--- src/rtl/lbs_pkg.sv ---
`timescale 1ns / 1ps
// Shared types, constants and arithmetic helpers for the skinning block.
// No dependencies; imported by lbs_lane, lbs_merge, the top module and the testbench.
package lbs_pkg;

    localparam int COORD_W    = 24;  // signed Q8.16
    localparam int COORD_FRAC = 16;
    localparam int WEIGHT_W   = 16;  // unsigned Q1.15
    localparam int WEIGHT_FRAC = 15;
    localparam int ID_W       = 6;
    localparam int ELEM_W     = 4;
    localparam int INFL       = 4;
    localparam int ELEMS      = 12;
    localparam int PROD_W     = 2 * COORD_W;          // matrix x vector product
    localparam int ROW_W      = PROD_W + 2;           // three products plus translation
    localparam int WPROD_W    = COORD_W + WEIGHT_W + 1; // row result x weight
    localparam int ACC_W      = WPROD_W + 2;          // sum of four influences
    localparam int SAT_W      = 36;

    typedef enum logic
    {
        OP_LOAD = 1'b0,
        OP_SKIN = 1'b1
    } op_t;

    typedef struct packed
    {
        logic                       operation;
        logic [ID_W-1:0]            bone_slot;
        logic [ELEM_W-1:0]          element_index;
        logic signed [COORD_W-1:0]  element_value;
        logic signed [COORD_W-1:0]  pos_x;
        logic signed [COORD_W-1:0]  pos_y;
        logic signed [COORD_W-1:0]  pos_z;
        logic signed [COORD_W-1:0]  nrm_x;
        logic signed [COORD_W-1:0]  nrm_y;
        logic signed [COORD_W-1:0]  nrm_z;
        logic [INFL*ID_W-1:0]       bone_ids;
        logic [INFL*WEIGHT_W-1:0]   bone_weights;
    } in_beat_t;

    typedef struct packed
    {
        logic signed [COORD_W-1:0]  out_pos_x;
        logic signed [COORD_W-1:0]  out_pos_y;
        logic signed [COORD_W-1:0]  out_pos_z;
        logic signed [COORD_W-1:0]  out_nrm_x;
        logic signed [COORD_W-1:0]  out_nrm_y;
        logic signed [COORD_W-1:0]  out_nrm_z;
    } out_beat_t;

    // Palette write request broadcast to every lane
    typedef struct packed
    {
        logic                       en;
        logic [ID_W-1:0]            slot;
        logic [ELEM_W-1:0]          elem;
        logic signed [COORD_W-1:0]  value;
    } pal_wr_t;

    // Clamp a wide signed value to the coordinate range
    function automatic logic signed [COORD_W-1:0] sat_coord(input logic signed [SAT_W-1:0] v);
        logic signed [SAT_W-1:0] hi;
        logic signed [SAT_W-1:0] lo;
        hi = SAT_W'((64'sd1 <<< (COORD_W - 1)) - 64'sd1);
        lo = -hi - SAT_W'(1);
        if (v > hi)
            sat_coord = hi[COORD_W-1:0];
        else if (v < lo)
            sat_coord = lo[COORD_W-1:0];
        else
            sat_coord = v[COORD_W-1:0];
    endfunction

endpackage

--- src/rtl/lbs_merge.sv ---
`timescale 1ns / 1ps
// Merge stage: sums the four weighted lane results, rounds and saturates
// into the output data register. Uses lbs_pkg.
module lbs_merge
    import lbs_pkg::*;
(
    input  logic                        clk,
    input  logic                        adv,
    input  logic signed [WPROD_W-1:0]   wprod [INFL][6],
    output out_beat_t                   res
);

    logic signed [COORD_W-1:0] comp_next [6];
    out_beat_t                 res_reg;

    // Sum of influences, round half up to Q8.16, saturate
    always_comb
    begin
        logic signed [ACC_W-1:0] acc;
        for (int i = 0; i < 6; i++)
        begin
            acc = ACC_W'(1 <<< (WEIGHT_FRAC - 1));
            for (int k = 0; k < INFL; k++)
                acc = acc + ACC_W'(wprod[k][i]);
            comp_next[i] = sat_coord(SAT_W'(acc >>> WEIGHT_FRAC));
        end
    end

    always_ff @(posedge clk)
    begin
        if (adv)
        begin
            res_reg.out_pos_x <= comp_next[0];
            res_reg.out_pos_y <= comp_next[1];
            res_reg.out_pos_z <= comp_next[2];
            res_reg.out_nrm_x <= comp_next[3];
            res_reg.out_nrm_y <= comp_next[4];
            res_reg.out_nrm_z <= comp_next[5];
        end
    end

    assign res = res_reg;

endmodule

--- config.mk ---
export PLATFORM = sky130hd
export DESIGN_NAME = lbs_merge
export DESIGN_NICKNAME = d
export VERILOG_FILES = /design/src/rtl/lbs_pkg.sv /design/src/rtl/lbs_merge.sv
export SDC_FILE = /design/constraint.sdc
export NUM_CORES = 2
export LEC_CHECK = 0
export BUFFER_PORTS_ARGS = -buffer_cell sky130_fd_sc_hd__buf_2
export CORE_AREA = 2 2 443 445
export CTS_BUF_LIST = sky130_fd_sc_hd__clkbuf_4
export CTS_CLUSTER_SIZE = 16
export DETAILED_ROUTE_END_ITERATION = 6
export DIE_AREA = 0 0 445 447
export HOLD_SLACK_MARGIN = 0.15
export SLEW_MARGIN = 30
export SYNTH_ARGS = -nofsm -noshare
export SYNTH_HDL_FRONTEND = slang
export SYNTH_SLANG_ARGS = --single-unit
--- constraint.sdc ---
create_clock -name clk -period 12.43 [get_ports clk]
set_clock_uncertainty 0.2 [all_clocks]
set_input_delay 2.486 -clock clk [delete_from_list [all_inputs] [get_ports clk]]
set_output_delay 2.486 -clock clk [all_outputs]
set_load 0.01 [all_outputs]
**Word level (Yosys, flattened, before mapping)**

Cells that the tools add are included.

- Logic and storage cells: 48
- Flip-flop bits (word level): 144
- Bits of input ports: 986

- Muxes and demuxes: 6
- Magnitude comparators: 12
- Add/subtract/negate cells: 24

Operators by type and width:

| kind | count |
|---|---|
| $add 43x41->43 | 12 |
| $add 42x41->43 | 6 |
| $add 16x41->42 const A | 6 |
| $gt 28x24->1 const B | 6 |
| $lt 28x24->1 const B | 6 |
| $mux 24 | 6 |

**Logic depth before layout (Yosys ltp)**

- Word-level depth: 6
- Depth in mapped cells: 19
- Gate-level depth less buffers: 17

**Worst setup path before layout**

Ideal clock, no wire load.

- Kind: input to register
- From: input wprod[168] (netlist bit)
- To: register res_reg, in the netlist res[96] (data pin)
- Required time: 11.976 ns
- Arrival: 6.780 ns
- Cell stages on the path: 18
- Path slack: 5.197 ns
- Setup time: 0.254 ns
- Cell sequence: inv_1 -> fa_1 -> inv_1 -> fa_1 -> ha_1 -> ha_1 -> nor4bb_1 -> a22oi_1 -> a2111oi_0 -> a211oi_2 -> o21ai_1 -> nor2_1 -> o21ai_0 -> a21boi_0 -> xnor2_1 -> o41a_1 -> buf_2 -> a21o_1

- Cells in the longest elaborated chain, start to end: 3
- Elaborated cells between the ends (all ways): 4
- Those cells by class: 1 x add/sub; 2 x order compare; 1 x mux

RTL lines:

| element | RTL line | text |
|---|---|---|
| start: declaration | lbs_merge.sv:9 | `input logic signed [WPROD_W-1:0] wprod [INFL][6],` |
| $add 43x41->43 (*) | lbs_merge.sv:24 | `acc = acc + ACC_W'(wprod[k][i]);` |
| $lt 28x24->1 | lbs_pkg.sv:69 | `else if (v < lo)` |
| $mux 24 | lbs_pkg.sv:69 |  |
| end: declaration | lbs_merge.sv:14 | `out_beat_t res_reg;` |

Mark *: on every way between the ends. The rest lies on a longest branch, timed or not.
A chain may end at the register's enable or synchronous reset.

**Worst setup path after layout**

- From: input wprod[128] (netlist bit)
- To: register res_reg, in the netlist res[94] (data pin)

Same word-level chain as after synthesis.

==> run metrics <==
Synth Area in Adders 49.6%; I/O pin cnt 1130; clock period minus worst slack 7.76 ns; Vias 27900; LEAKAGE 22.5 nW; register area 4320 µm²; crit-path max cell delay 0.70 ns; proportion of synthesized area in mux cells 0%; H-tree depth 4; Die X 445 µm; Antenna Nets Post-Route 0; FFs w/ async S/R, synth 0%; Critical Path RT 12.97 ns; Detailed Route WL 159 mm; hold buffer count at CTS 0; pre-CTS setup slack 3.70 ns; Post-Syn Instances 3398; clk buf depth 2; largest net degree at the start of global routing 62; GRT overflow 0; mean routed wirelength per cell 22.4 µm; CTS root buf clkbuf_4; Post-Syn Area 31800 µm²; Synth Area in Compound Gates 13.3%; Setup WS post-layout 4.67 ns; core footprint 194000 µm²; pwr dens 179 nW/µm²; Initial DRC Count 1394; Post-synth EDFFs 144; Crit path depth 18; Hold Crit Depth 1; Hold Vio Cnt, Final 0; Largest register FFs 144; Post-CTS Setup Inserts 0; GP Congestion 0.961; buffers added on ports 1129; critical-path maximum fanout 23; Final Non-Filler Cells 7100; Hold Crit Class input port to flop; most frequent cells in the layout 1128 x buf_2, 1085 x inv_1, 492 x fa_1; fillcell total 21600; worst vdd ir 0.156 mV; Mapped Avg Cell Area 9.37 µm²; Crit. End Element flop; first-pass GRT wire length 217 mm; DR DRC count 0; worst slew pin tran 0.950 ns; Seq cells post-synth 144; CTS tree built; Setup Crit Path Kind input port to flop; Worst setup SP type input port; # setup viols final 0; Period Utilization, post-route 62.4%; row cnt 162; post-synthesis simple-gate area fraction 5.42%; largest family of logic cells by synthesized area adder cells; Initial Util 16.4%; gr usage total 15.8%; via/cell ratio 3.93; Post-DP Area 40600 µm²; P&R area growth vs syn 28.6%; post-synth net total 5350; crit path max-delay cell type a41o_1; unrepaired setup endpoints after global routing false; xor and xnor fraction of the mapped netlist area 4.73%; Seq/Total Area, Yosys 13.6%; distinct cell type count after synthesis 71; status complete, no violations; CP top delay family compound AO/OA/AOI/OAI gates; initial antenna violation count 94; Main synth FF type edfxtp_1; hpwl dp 148 mm; die area 199000 µm²; Die H 447 µm; area occupied by multi-input gates 23300 µm²; worst path bufs/invs 3; number of global-route vias before repair 29500; Hold WS 1.84 ns; Cells after DPL 7040; Synth warnings 0; CP Cell Sequence buf_2 -> inv_1 -> fa_1 -> inv_1 -> fa_1 -> ha_1 -> ha_1 -> and4b_1 -> a41oi_1 -> a211oi_1 -> o2111ai_1 -> a2111oi_0 -> nor3b_1 -> o41ai_1 -> a21oi_1 -> xnor2_1 -> a41o_1 -> a41o_1; Relative slew margins 36.7%; drt pass-1 iters 5; CTS buffer count 17; Final #Nets 6469; clk sinks 144; fmax 129 MHz; Slew Limit Fails 0; setup TNS 0 ns; max cap viols 0; critical path data arrival time 8.30 ns; cell area after layout 40900 µm²; layout cells sized above 1 26.4%; Clock Pin Slew Worst Setup and Hold Paths 0.21 ns; Post-CTS Resized 0; commonest non-fill, non-tap cell in the layout buf_2
[through the flow]
stage | util [%] | total power, mW
floorplan | - | 4.89
global placement | 20.9 | 6.99
detailed placement | 20.9 | 7.05
CTS | 21.0 | 7.51
global route | 21.1 | 8.11
finish | 21.1 | 7.34
[kinds of logic (layout without fill, tap and decap cells)]
logic type      Yosys count  count (layout)
compound gates          661             661
xor+xnor                172             172
flops                   144             144
other cells               0              28
simple gates            334             334
fa+ha+maj               966             966
buf+inv                1121            2253
[routing by layer]
layer / up-vias / routed length [µm] / track usage [%]
li1: 13000 / - / -
met3: 217 / 12200 / 4.57
met5: - / 475 / 0
met2: 875 / 83600 / 29.2
met4: 76 / 4100 / 4.15
met1: 13700 / 58900 / 17.4
[area by class of cell]
class | count | area share (%)
Multi-Input combinational cell | 2133 | 56.9
Timing Repair Buffer | 1136 | 14.0
Sequential cell | 144 | 10.6
Inverter | 1085 | 9.95
Tap cell | 2542 | 7.77
Clock inverter | 15 | 0.364
Clock buffer | 17 | 0.312
Antenna cell | 28 | 0.171
[synth_stat cells (33+ instances only)]
cell type / number / area [µm²]
a21o_1: 162 / 1220
a21oi_1: 170 / 851
edfxtp_1: 144 / 4320
fa_1: 492 / 9850
ha_1: 474 / 5930
inv_1: 1085 / 4070
nand2_1: 88 / 330
nand3_1: 35 / 175
nand4_1: 33 / 206
nor2_1: 60 / 225
o21ai_0: 132 / 661
xnor2_1: 93 / 815
xor2_1: 79 / 692
[worst paths after layout]
path,slack (ns),end,start
worst max-delay path,4.67,res[94]$_SDFFCE_PN1P_,wprod[128]
worst min-delay path,1.84,res[35]$_SDFFCE_PN1P_,adv
[power by group]
part / internal, mW / leakage, nW / total [mW] / switching (mW)
Clock: 0.106 / 0.146 / 0.386 / 0.280
Sequential: 1.05 / 1.42 / 1.15 / 0.0999
Combinational: 2.28 / 21.0 / 5.81 / 3.53
Power figures use the tool's default switching activity.
